### config.mk
export PLATFORM = sky130hd
export DESIGN_NAME = time_over_threshold_interp_unit
export DESIGN_NICKNAME = d
export VERILOG_FILES = /design/src/design/ttoi_pkg.sv /design/src/design/ttoi_fifo.sv /design/src/design/ttoi_front.sv /design/src/design/ttoi_back.sv /design/src/design/time_over_threshold_interp_unit.sv
export SDC_FILE = /design/constraint.sdc
export NUM_CORES = 2
export LEC_CHECK = 0
export ABC_AREA = 1
export BUFFER_PORTS_ARGS = -buffer_cell sky130_fd_sc_hd__buf_4
export CAP_MARGIN = 5
export CORE_UTILIZATION = 50
export CTS_CLUSTER_SIZE = 10
export DETAILED_ROUTE_END_ITERATION = 8
export GPL_ROUTABILITY_DRIVEN = 1
export GPL_TIMING_DRIVEN = 0
export PLACE_DENSITY = 0.75
export SYNTH_ARGS = -nofsm -noshare
export SYNTH_HDL_FRONTEND = slang
export SYNTH_SLANG_ARGS = --single-unit
### constraint.sdc
create_clock -name clock -period 18.02 [get_ports clock]
set_input_delay 1.802 -clock clock [delete_from_list [all_inputs] [get_ports clock]]
set_output_delay 1.802 -clock clock [all_outputs]
set_load 0.05 [all_outputs]
### src/design/ttoi_pkg.sv
`default_nettype none

package ttoi_pkg;

   localparam int TIME_W   = 24;
   localparam int AMP_W    = 16;
   localparam int WIN_W    = 10;
   localparam int STATUS_W = 2;
   localparam int CSR_IDX_W  = 2;
   localparam int CSR_DATA_W = 16;

   // differences carry one extra sign bit
   localparam int DAMP_W  = AMP_W + 1;
   localparam int DTIME_W = TIME_W + 1;

   localparam logic [TIME_W-1:0] TIME_MAX = {TIME_W{1'b1}};

   localparam logic [STATUS_W-1:0] STATUS_FOUND   = 2'd0;
   localparam logic [STATUS_W-1:0] STATUS_NO_RISE = 2'd1;
   localparam logic [STATUS_W-1:0] STATUS_NO_FALL = 2'd2;

   localparam logic [CSR_IDX_W-1:0] CSR_THRESHOLD    = 2'd0;
   localparam logic [CSR_IDX_W-1:0] CSR_WINDOW_START = 2'd1;
   localparam logic [CSR_IDX_W-1:0] CSR_WINDOW_END   = 2'd2;

   typedef enum logic [1:0] {
      JOB_NONE,
      JOB_RISE,
      JOB_FALL
   } job_kind_type;

   typedef struct packed {
      job_kind_type                kind;
      logic                        last;
      logic [STATUS_W-1:0]         status;
      logic [TIME_W-1:0]           t0;
      logic signed [DAMP_W-1:0]    num;
      logic signed [DAMP_W-1:0]    den;
      logic signed [DTIME_W-1:0]   dt;
   } job_type;

   typedef struct packed {
      logic                done;
      logic [TIME_W-1:0]   value;
   } rise_fb_type;

   typedef struct packed {
      logic [TIME_W-1:0]   rise_time;
      logic [TIME_W-1:0]   fall_time;
      logic [STATUS_W-1:0] status;
   } result_type;

endpackage

`default_nettype wire

### src/design/ttoi_fifo.sv
`default_nettype none

module ttoi_fifo #(
   parameter int WIDTH = 8,
   parameter int DEPTH = 2
) (
   input  wire logic             clock,
   input  wire logic             reset,
   input  wire logic             wr_en,
   input  wire logic [WIDTH-1:0] wr_data,
   output logic                  fifo_full,
   input  wire logic             rd_en,
   output logic [WIDTH-1:0]      rd_data,
   output logic                  fifo_empty
);

   localparam int PTR_W = (DEPTH > 1) ? $clog2(DEPTH) : 1;
   localparam int CNT_W = $clog2(DEPTH + 1);
   localparam logic [PTR_W-1:0] LAST_PTR = PTR_W'(DEPTH - 1);
   localparam logic [CNT_W-1:0] FULL_CNT = CNT_W'(DEPTH);

   logic [WIDTH-1:0] mem_ff [DEPTH];
   logic [PTR_W-1:0] wr_ptr_ff;
   logic [PTR_W-1:0] rd_ptr_ff;
   logic [CNT_W-1:0] count_ff;
   logic             do_wr;
   logic             do_rd;

   assign fifo_full  = (count_ff == FULL_CNT);
   assign fifo_empty = (count_ff == '0);
   assign do_wr      = wr_en && !fifo_full;
   assign do_rd      = rd_en && !fifo_empty;
   assign rd_data    = mem_ff[rd_ptr_ff];

   always_ff @(posedge clock) begin
      if (do_wr) begin
         mem_ff[wr_ptr_ff] <= wr_data;
      end
   end

   always_ff @(posedge clock) begin
      if (reset) begin
         wr_ptr_ff <= '0;
         rd_ptr_ff <= '0;
         count_ff  <= '0;
      end else begin
         if (do_wr) begin
            wr_ptr_ff <= (wr_ptr_ff == LAST_PTR) ? '0 : wr_ptr_ff + 1'b1;
         end
         if (do_rd) begin
            rd_ptr_ff <= (rd_ptr_ff == LAST_PTR) ? '0 : rd_ptr_ff + 1'b1;
         end
         if (do_wr && !do_rd) begin
            count_ff <= count_ff + 1'b1;
         end else if (do_rd && !do_wr) begin
            count_ff <= count_ff - 1'b1;
         end
      end
   end

endmodule

`default_nettype wire

### src/design/ttoi_front.sv
`default_nettype none

module ttoi_front #(
   parameter int MAX_SAMPLES = 1024
) (
   input  wire logic                                clock,
   input  wire logic                                reset,
   input  wire logic                                csr_wr_en,
   input  wire logic [ttoi_pkg::CSR_IDX_W-1:0]      csr_index,
   input  wire logic [ttoi_pkg::CSR_DATA_W-1:0]     csr_wdata,
   input  wire logic                                push,
   output logic                                     full,
   input  wire logic [ttoi_pkg::TIME_W-1:0]         req_sample_time,
   input  wire logic signed [ttoi_pkg::AMP_W-1:0]   req_sample_amplitude,
   input  wire logic                                req_last_sample,
   output logic                                     job_push,
   output ttoi_pkg::job_type                        job,
   input  wire logic                                job_full,
   input  wire ttoi_pkg::rise_fb_type               rise_fb
);

   localparam int IDX_W = $clog2(MAX_SAMPLES + 1);
   localparam int CMP_W = (IDX_W > ttoi_pkg::WIN_W + 1) ? IDX_W : ttoi_pkg::WIN_W + 1;
   localparam logic [IDX_W-1:0] MAX_IDX = IDX_W'(MAX_SAMPLES);

   typedef enum logic [1:0] {
      PH_RISE,
      PH_FALL,
      PH_DONE
   } phase_type;

   logic signed [ttoi_pkg::AMP_W-1:0]  threshold_ff;
   logic [ttoi_pkg::WIN_W-1:0]         window_start_ff;
   logic [ttoi_pkg::WIN_W-1:0]         window_end_ff;

   logic [ttoi_pkg::TIME_W-1:0]        prev_time_ff;
   logic signed [ttoi_pkg::AMP_W-1:0]  prev_amplitude_ff;
   logic [IDX_W-1:0]                   sample_index_ff;
   phase_type                          phase_ff;
   phase_type                          phase_in;
   logic                               rise_pending_ff;
   logic [ttoi_pkg::TIME_W-1:0]        rise_value_ff;

   logic             accept;
   logic             in_window;
   logic             rise_hit;
   logic             fall_hit;
   logic [CMP_W-1:0] idx_ext;
   logic [CMP_W-1:0] start_ext;
   logic [CMP_W-1:0] end_ext;
   logic [ttoi_pkg::STATUS_W-1:0] status_in;

   // the fall test compares against the rise time, so wait for it
   assign full   = job_full || (rise_pending_ff && (phase_ff != PH_DONE));
   assign accept = push && !full;

   assign idx_ext   = CMP_W'(sample_index_ff);
   assign start_ext = CMP_W'(window_start_ff) + CMP_W'(1);
   assign end_ext   = CMP_W'(window_end_ff);

   assign in_window = (sample_index_ff != '0) && (idx_ext >= start_ext) &&
                      (idx_ext <= end_ext) && (sample_index_ff < MAX_IDX);

   assign rise_hit = in_window && (phase_ff == PH_RISE) &&
                     (prev_amplitude_ff < threshold_ff) &&
                     (req_sample_amplitude >= threshold_ff);

   assign fall_hit = in_window && (phase_ff == PH_FALL) &&
                     (req_sample_time > rise_value_ff) &&
                     (prev_amplitude_ff >= threshold_ff) &&
                     (req_sample_amplitude < threshold_ff);

   always_comb begin
      phase_in = phase_ff;
      if (rise_hit) begin
         phase_in = PH_FALL;
      end else if (fall_hit) begin
         phase_in = PH_DONE;
      end
      unique case (phase_in)
         PH_DONE: status_in = ttoi_pkg::STATUS_FOUND;
         PH_FALL: status_in = ttoi_pkg::STATUS_NO_FALL;
         default: status_in = ttoi_pkg::STATUS_NO_RISE;
      endcase
   end

   assign job_push = accept && (rise_hit || fall_hit || req_last_sample);

   always_comb begin
      job.kind   = rise_hit ? ttoi_pkg::JOB_RISE :
                   (fall_hit ? ttoi_pkg::JOB_FALL : ttoi_pkg::JOB_NONE);
      job.last   = req_last_sample;
      job.status = status_in;
      job.t0     = prev_time_ff;
      job.num    = ttoi_pkg::DAMP_W'(threshold_ff) - ttoi_pkg::DAMP_W'(prev_amplitude_ff);
      job.den    = ttoi_pkg::DAMP_W'(req_sample_amplitude) -
                   ttoi_pkg::DAMP_W'(prev_amplitude_ff);
      job.dt     = $signed({1'b0, req_sample_time}) - $signed({1'b0, prev_time_ff});
   end

   always_ff @(posedge clock) begin
      if (reset) begin
         threshold_ff    <= '0;
         window_start_ff <= '0;
         window_end_ff   <= '1;
      end else if (csr_wr_en) begin
         unique case (csr_index)
            ttoi_pkg::CSR_THRESHOLD:    threshold_ff    <= csr_wdata;
            ttoi_pkg::CSR_WINDOW_START: window_start_ff <= csr_wdata[ttoi_pkg::WIN_W-1:0];
            ttoi_pkg::CSR_WINDOW_END:   window_end_ff   <= csr_wdata[ttoi_pkg::WIN_W-1:0];
            default: ;
         endcase
      end
   end

   always_ff @(posedge clock) begin
      if (rise_fb.done) begin
         rise_value_ff <= rise_fb.value;
      end
   end

   always_ff @(posedge clock) begin
      if (reset) begin
         prev_time_ff      <= '0;
         prev_amplitude_ff <= '0;
         sample_index_ff   <= '0;
         phase_ff          <= PH_RISE;
         rise_pending_ff   <= 1'b0;
      end else begin
         if (rise_fb.done) begin
            rise_pending_ff <= 1'b0;
         end
         if (accept) begin
            if (rise_hit) begin
               rise_pending_ff <= 1'b1;
            end
            if (req_last_sample) begin
               prev_time_ff      <= '0;
               prev_amplitude_ff <= '0;
               sample_index_ff   <= '0;
               phase_ff          <= PH_RISE;
            end else begin
               prev_time_ff      <= req_sample_time;
               prev_amplitude_ff <= req_sample_amplitude;
               phase_ff          <= phase_in;
               if (sample_index_ff < MAX_IDX) begin
                  sample_index_ff <= sample_index_ff + 1'b1;
               end
            end
         end
      end
   end

endmodule

`default_nettype wire

### src/design/ttoi_back.sv
`default_nettype none

module ttoi_back (
   input  wire logic                    clock,
   input  wire logic                    reset,
   input  wire ttoi_pkg::job_type       job,
   input  wire logic                    job_empty,
   output logic                         job_pop,
   output ttoi_pkg::rise_fb_type        rise_fb,
   output logic                         res_push,
   output ttoi_pkg::result_type         result,
   input  wire logic                    res_full
);

   localparam int MAG_W  = ttoi_pkg::AMP_W;
   localparam int PROD_W = MAG_W + ttoi_pkg::TIME_W;
   localparam int SUM_W  = PROD_W + 2;
   localparam int CNT_W  = $clog2(PROD_W + 1);
   localparam logic [CNT_W-1:0] DIV_STEPS = CNT_W'(PROD_W);

   typedef enum logic [2:0] {
      ST_IDLE,
      ST_MUL,
      ST_DIV,
      ST_SUM,
      ST_OUT
   } state_type;

   state_type                     state_ff;
   ttoi_pkg::job_kind_type        kind_ff;
   logic                          last_ff;
   logic [ttoi_pkg::STATUS_W-1:0] status_ff;
   logic [ttoi_pkg::TIME_W-1:0]   t0_ff;
   logic                          neg_ff;
   logic [MAG_W-1:0]              mag_num_ff;
   logic [MAG_W-1:0]              mag_den_ff;
   logic [ttoi_pkg::TIME_W-1:0]   mag_dt_ff;
   logic [PROD_W-1:0]             quot_ff;
   logic [MAG_W:0]                rem_ff;
   logic [CNT_W-1:0]              count_ff;
   logic [ttoi_pkg::TIME_W-1:0]   held_rise_ff;
   logic [ttoi_pkg::TIME_W-1:0]   held_fall_ff;

   logic [ttoi_pkg::DAMP_W-1:0]   abs_num;
   logic [ttoi_pkg::DAMP_W-1:0]   abs_den;
   logic [ttoi_pkg::DTIME_W-1:0]  abs_dt;
   logic [MAG_W:0]                rem_shift;
   logic                          rem_ge;
   logic signed [SUM_W-1:0]       sum;
   logic [ttoi_pkg::TIME_W-1:0]   sat_time;

   assign abs_num = job.num[ttoi_pkg::DAMP_W-1] ? -job.num : job.num;
   assign abs_den = job.den[ttoi_pkg::DAMP_W-1] ? -job.den : job.den;
   assign abs_dt  = job.dt[ttoi_pkg::DTIME_W-1] ? -job.dt : job.dt;

   // restoring divide, one quotient bit per cycle
   assign rem_shift = {rem_ff[MAG_W-1:0], quot_ff[PROD_W-1]};
   assign rem_ge    = (rem_shift >= {1'b0, mag_den_ff});

   always_comb begin
      if (neg_ff) begin
         sum = $signed(SUM_W'(t0_ff)) - $signed(SUM_W'(quot_ff));
      end else begin
         sum = $signed(SUM_W'(t0_ff)) + $signed(SUM_W'(quot_ff));
      end
      if (sum[SUM_W-1]) begin
         sat_time = '0;
      end else if (sum[SUM_W-2:ttoi_pkg::TIME_W] != '0) begin
         sat_time = ttoi_pkg::TIME_MAX;
      end else begin
         sat_time = sum[ttoi_pkg::TIME_W-1:0];
      end
   end

   assign job_pop       = (state_ff == ST_IDLE) && !job_empty;
   assign rise_fb.done  = (state_ff == ST_SUM) && (kind_ff == ttoi_pkg::JOB_RISE);
   assign rise_fb.value = sat_time;
   assign res_push      = (state_ff == ST_OUT) && !res_full;

   always_comb begin
      result.status    = status_ff;
      result.rise_time = (status_ff == ttoi_pkg::STATUS_NO_RISE) ? '0 : held_rise_ff;
      result.fall_time = (status_ff == ttoi_pkg::STATUS_FOUND) ? held_fall_ff : '0;
   end

   always_ff @(posedge clock) begin
      if (reset) begin
         state_ff <= ST_IDLE;
      end else begin
         unique case (state_ff)
            ST_IDLE: begin
               if (!job_empty) begin
                  kind_ff    <= job.kind;
                  last_ff    <= job.last;
                  status_ff  <= job.status;
                  t0_ff      <= job.t0;
                  neg_ff     <= job.num[ttoi_pkg::DAMP_W-1] ^ job.den[ttoi_pkg::DAMP_W-1] ^
                                job.dt[ttoi_pkg::DTIME_W-1];
                  mag_num_ff <= abs_num[MAG_W-1:0];
                  mag_den_ff <= abs_den[MAG_W-1:0];
                  mag_dt_ff  <= abs_dt[ttoi_pkg::TIME_W-1:0];
                  state_ff   <= (job.kind == ttoi_pkg::JOB_NONE) ? ST_OUT : ST_MUL;
               end
            end
            ST_MUL: begin
               quot_ff  <= PROD_W'(mag_num_ff * mag_dt_ff);
               rem_ff   <= '0;
               count_ff <= DIV_STEPS;
               state_ff <= ST_DIV;
            end
            ST_DIV: begin
               rem_ff   <= rem_ge ? rem_shift - {1'b0, mag_den_ff} : rem_shift;
               quot_ff  <= {quot_ff[PROD_W-2:0], rem_ge};
               count_ff <= count_ff - 1'b1;
               if (count_ff == CNT_W'(1)) begin
                  state_ff <= ST_SUM;
               end
            end
            ST_SUM: begin
               if (kind_ff == ttoi_pkg::JOB_RISE) begin
                  held_rise_ff <= sat_time;
               end else begin
                  held_fall_ff <= sat_time;
               end
               state_ff <= last_ff ? ST_OUT : ST_IDLE;
            end
            ST_OUT: begin
               if (!res_full) begin
                  state_ff <= ST_IDLE;
               end
            end
            default: state_ff <= ST_IDLE;
         endcase
      end
   end

endmodule

`default_nettype wire

### src/design/time_over_threshold_interp_unit.sv
// channel   direction  handshake            payload
// req       in         push / full          req_sample_time, req_sample_amplitude,
//                                           req_last_sample
// rsp       out        empty / pop          rsp_rise_time, rsp_fall_time, rsp_status
// csr       in         csr_wr_en            csr_index, csr_wdata
//
// one sample per cycle while no interpolation is pending and the job queue has room.
// each crossing takes the divider through pop, multiply, 40 divide steps and
// sum; a sample waits while the rise time it must compare with is in flight.
// two-entry queues sit between front and divider and before the result ports.
// reset is synchronous and clears the waveform state and loads register defaults.
`default_nettype none

module time_over_threshold_interp_unit #(
   parameter int MAX_SAMPLES = 1024
) (
   input  wire logic                                clock,
   input  wire logic                                reset,
   input  wire logic                                csr_wr_en,
   input  wire logic [ttoi_pkg::CSR_IDX_W-1:0]      csr_index,
   input  wire logic [ttoi_pkg::CSR_DATA_W-1:0]     csr_wdata,
   input  wire logic                                push,
   output logic                                     full,
   input  wire logic [ttoi_pkg::TIME_W-1:0]         req_sample_time,
   input  wire logic signed [ttoi_pkg::AMP_W-1:0]   req_sample_amplitude,
   input  wire logic                                req_last_sample,
   output logic                                     empty,
   input  wire logic                                pop,
   output logic [ttoi_pkg::TIME_W-1:0]              rsp_rise_time,
   output logic [ttoi_pkg::TIME_W-1:0]              rsp_fall_time,
   output logic [ttoi_pkg::STATUS_W-1:0]            rsp_status
);

   localparam int JOB_W = $bits(ttoi_pkg::job_type);
   localparam int RES_W = $bits(ttoi_pkg::result_type);

   ttoi_pkg::job_type     job_wr;
   ttoi_pkg::job_type     job_rd;
   logic [JOB_W-1:0]      job_rd_bits;
   logic                  job_push;
   logic                  job_full;
   logic                  job_pop;
   logic                  job_empty;
   ttoi_pkg::rise_fb_type rise_fb;
   ttoi_pkg::result_type  res_wr;
   ttoi_pkg::result_type  res_rd;
   logic [RES_W-1:0]      res_rd_bits;
   logic                  res_push;
   logic                  res_full;

   ttoi_front #(
      .MAX_SAMPLES (MAX_SAMPLES)
   ) u_front (
      .clock                (clock),
      .reset                (reset),
      .csr_wr_en            (csr_wr_en),
      .csr_index            (csr_index),
      .csr_wdata            (csr_wdata),
      .push                 (push),
      .full                 (full),
      .req_sample_time      (req_sample_time),
      .req_sample_amplitude (req_sample_amplitude),
      .req_last_sample      (req_last_sample),
      .job_push             (job_push),
      .job                  (job_wr),
      .job_full             (job_full),
      .rise_fb              (rise_fb)
   );

   ttoi_fifo #(
      .WIDTH (JOB_W),
      .DEPTH (2)
   ) u_job_q (
      .clock      (clock),
      .reset      (reset),
      .wr_en      (job_push),
      .wr_data    (job_wr),
      .fifo_full  (job_full),
      .rd_en      (job_pop),
      .rd_data    (job_rd_bits),
      .fifo_empty (job_empty)
   );

   assign job_rd = ttoi_pkg::job_type'(job_rd_bits);

   ttoi_back u_back (
      .clock     (clock),
      .reset     (reset),
      .job       (job_rd),
      .job_empty (job_empty),
      .job_pop   (job_pop),
      .rise_fb   (rise_fb),
      .res_push  (res_push),
      .result    (res_wr),
      .res_full  (res_full)
   );

   ttoi_fifo #(
      .WIDTH (RES_W),
      .DEPTH (2)
   ) u_res_q (
      .clock      (clock),
      .reset      (reset),
      .wr_en      (res_push),
      .wr_data    (res_wr),
      .fifo_full  (res_full),
      .rd_en      (pop),
      .rd_data    (res_rd_bits),
      .fifo_empty (empty)
   );

   assign res_rd        = ttoi_pkg::result_type'(res_rd_bits);
   assign rsp_rise_time = res_rd.rise_time;
   assign rsp_fall_time = res_rd.fall_time;
   assign rsp_status    = res_rd.status;

endmodule

`default_nettype wire
==> results.txt <==
Fmax: 129 MHz
DR vias: 35816
Number of flops mapped to enable cells by yosys: 496
Hold WC Path Type: register to register
Post-place setup slack: 10.37 ns
Residual DRC count: 0
WP data required: 18.42 ns
Largest net degree at the start of global routing: 39
Final Util: 0.559
Slew Limit Fails: 0
Rows: 110
Maxcap violations: 0
Max Fanout on Critical Path: 10
Unrepaired setup endpoints after global routing: false
Nets@finish: 6158
Main synth FF type: edfxtp_1
Global Route Usage Sum: 0.266
ANT cells: 0
DR pass1 iterations: 9
Syn Inst Count: 5274
Clock Skews: 0.0464 ns
Hold_buf cts: 0
CP endpoint: u_back.quot_ff[36]
DRT antenna net count: 0
Synth Register Bits: 599
Min cycle time layout: 7.75 ns
Final cell count without fillers: 6691
CP arrival: 8.15 ns
Congestion Overflow GR: 0
CTS root buffer: clkbuf_16
Syn_nets: 5955
Endpoints failing setup: 0
Worst skew pair latency: 0.65 ns
Slew margin rel.: 0.375
First-pass GRT wire length: 191 mm
Synth warn: 0
Post-synth top area cell: edfxtp_1
PortBufs: 114
First DRT Iteration DRCs: 3340
PostCTS Resize Cnt: 0
Mean post-synth cell area: 8.64 sq um
Critical Path End Type: register
Worst-margin pin slew: 0.938 ns
Final WL: 122 mm
Hpwl dp: 98.1 mm
Post-synthesis sequential area ratio: 0.372
Reg-to-Reg End: u_back.quot_ff[36]
Clock input transition at the sequential cells of the worst setup and hold paths: 0.05 ns
Initial antenna violation count: 1
Vias in the first global route: 35263
Top-Level Pins: 116
Crit Reg-Reg Startpoint: u_back.mag_dt_ff[8]
Clock Path Buffers: 3
Area contributors post-synth: edfxtp_1, fa_1, nand2_1
Vias per cell: 5.35
Final Hold Viols: 0
Worst Reg-to-Reg Cells: 26
CTS tree: yes
Postcts setup bufs: 0
Cell variety after synth: 57
Status: finished, final reports clean
Crit path kind: register to register
Final setup TNS: 0 ns
Placed Cells: 6580
Type of origin of the critical path: register
GP Congestion: 0.980
Initial core utilization: 0.505
Die Height: 304 um
Internal reg-to-reg setup slack: 10.27 ns
CTS buffer count: 71
H-tree levels: 3
Placeable core region: 90100 sq um
Post-synthesis async set-or-reset flop share: 0
Share of layout cells above drive strength 1: 0.0742
Setup slack after layout: 10.27 ns
Crit path from: u_back.mag_dt_ff[8]
Synthesis-to-layout area growth: 10.5%
DR WL/cell: 18.3 um
Period utilization: 0.430
Syn Std Cell Area: 45600 sq um
Die ar.: 92400 sq um
Die W: 304 um
Synth top area share: 0.327
TritonCTS Sinks: 599
==> through the flow <==
stage          cell area (sq um)  hold WS (ns)
2_1_floorplan              45600         0.445
3_3_place_gp               47900         0.452
3_5_place_dp               48200         0.457
4_1_cts                    50400         0.465
5_1_grt                    50400         0.483
6_report                   50400         0.465
==> sequential cells by signal, indices dropped and copies added (netlist names), 11 cells and up, named ones only <==
signal and flops:
u_front.threshold_ff 16, u_back.mag_dt_ff 24, u_back.rem_ff 16, u_front.prev_amplitude_ff 16
u_job_q.mem_ff 176, u_back.mag_den_ff 16, u_front.idx_ext 11, u_back.held_fall_ff 24
u_back.quot_ff 40, u_front.prev_time_ff 24, u_res_q.mem_ff 100, u_back.mag_num_ff 16
u_back.held_rise_ff 24, u_front.rise_value_ff 24, u_back.t0_ff 24
==> kinds of logic (layout without fill, tap and decap cells) <==
logic type	after synthesis	after routing	share of synthesized area
xor+xnor	175	175	0.0336
simple gates	1933	1933	0.176
buf+inv	1252	1493	0.105
fa+ha+maj	617	617	0.221
flops	599	599	0.372
compound gates	622	622	0.0739
mux	76	76	0.0181
==> per-layer routing <==
layer  vias up  GRT usage  share of wire
met3       244     0.0405          0.082
met4         0     0.0940          0.034
met5         -          0              0
met2      1443      0.444           0.47
li1      17037          -              -
met1     17092      0.353           0.41
==> critical path, cell delays in order (launching register included) <==
cell and delay, ns:
edfxtp_1 0.36, clkbuf_1 0.63, clkbuf_1 0.54, nand2_1 0.17
fa_1 0.56, inv_1 0.05, fa_1 0.53, inv_1 0.05
fa_1 0.49, inv_1 0.05, fa_1 0.46, fa_1 0.54
inv_1 0.06, fa_1 0.59, inv_1 0.06, ha_1 0.37
nand2_1 0.11, nor2_1 0.14, nand2_1 0.11, o21ai_0 0.55
a21oi_1 0.21, o21ai_0 0.36, nand3_1 0.15, nand2_1 0.08
nand2_1 0.05, nand3_1 0.16, nand2_1 0.07
==> area by class of cell <==
cell class / instances / area, sq um
fill: 7845 / 39800
multi-input combinational: 3423 / 23900
sequential: 599 / 17000
inverter: 1073 / 4030
clock buffer: 101 / 1910
tap: 1176 / 1470
timing repair buffer: 130 / 1140
buffer: 179 / 763
clock inverter: 10 / 213
==> Yosys cell counts (all sizes together), types with 4 or more instances <==
cell    instances
nand2        1262
inv          1070
edfxtp        496
nor2          336
fa            312
ha            305
a21oi         284
o21ai         245
nand3         181
clkbuf        139
xor2          122
dfxtp         103
xnor2          53
mux2           50
nor3           44
or2            41
buf            40
nand4          38
mux2i          26
o211ai         16
a31oi          14
o21bai         13
nor4           11
a211oi          9
a21boi          9
nand3b          9
a21o            7
and2            5
o221ai          5
o31ai           5
o22ai           4
==> cell usage in the layout (no fill, tap or decap), drive strengths merged, types with 9 or more instances in the layout <==
cell type  Yosys  layout
o21bai        13      13
nor4          11      11
clkbuf       139     240
o211ai        16      16
inv         1070    1070
mux2          50      50
xnor2         53      53
nor3          44      44
mux2i         26      26
dfxtp        103     103
nand2       1262    1262
nand3b         9       9
a31oi         14      14
a21boi         9       9
xor2         122     122
ha           305     305
buf           40     170
nand3        181     181
nor2         336     336
or2           41      41
a21oi        284     284
clkinv         3      12
nand4         38      38
a211oi         9       9
edfxtp       496     496
fa           312     312
o21ai        245     245
==> worst min-delay path by stage <==
| stage | depth (start not counted) | slack, ns | endpoint | start |
|---|---|---|---|---|
| floorplan | 2 | 0.45 | u_front.prev_amplitude_ff[10] | u_front.prev_amplitude_ff[10] |
| global placement | 2 | 0.45 | u_front.prev_amplitude_ff[7] | u_front.prev_amplitude_ff[7] |
| global route | 2 | 0.48 | u_front.prev_amplitude_ff[9] | u_front.prev_amplitude_ff[9] |
| finish | 2 | 0.46 | u_front.prev_amplitude_ff[12] | u_front.prev_amplitude_ff[12] |
| detailed placement | 2 | 0.46 | u_front.prev_amplitude_ff[6] | u_front.prev_amplitude_ff[6] |
| CTS | 2 | 0.47 | u_front.prev_amplitude_ff[6] | u_front.prev_amplitude_ff[6] |
Power is left out: the tool's default activity adds up to more than one toggle a clock period on the data nets, which glitch-free logic cannot reach.
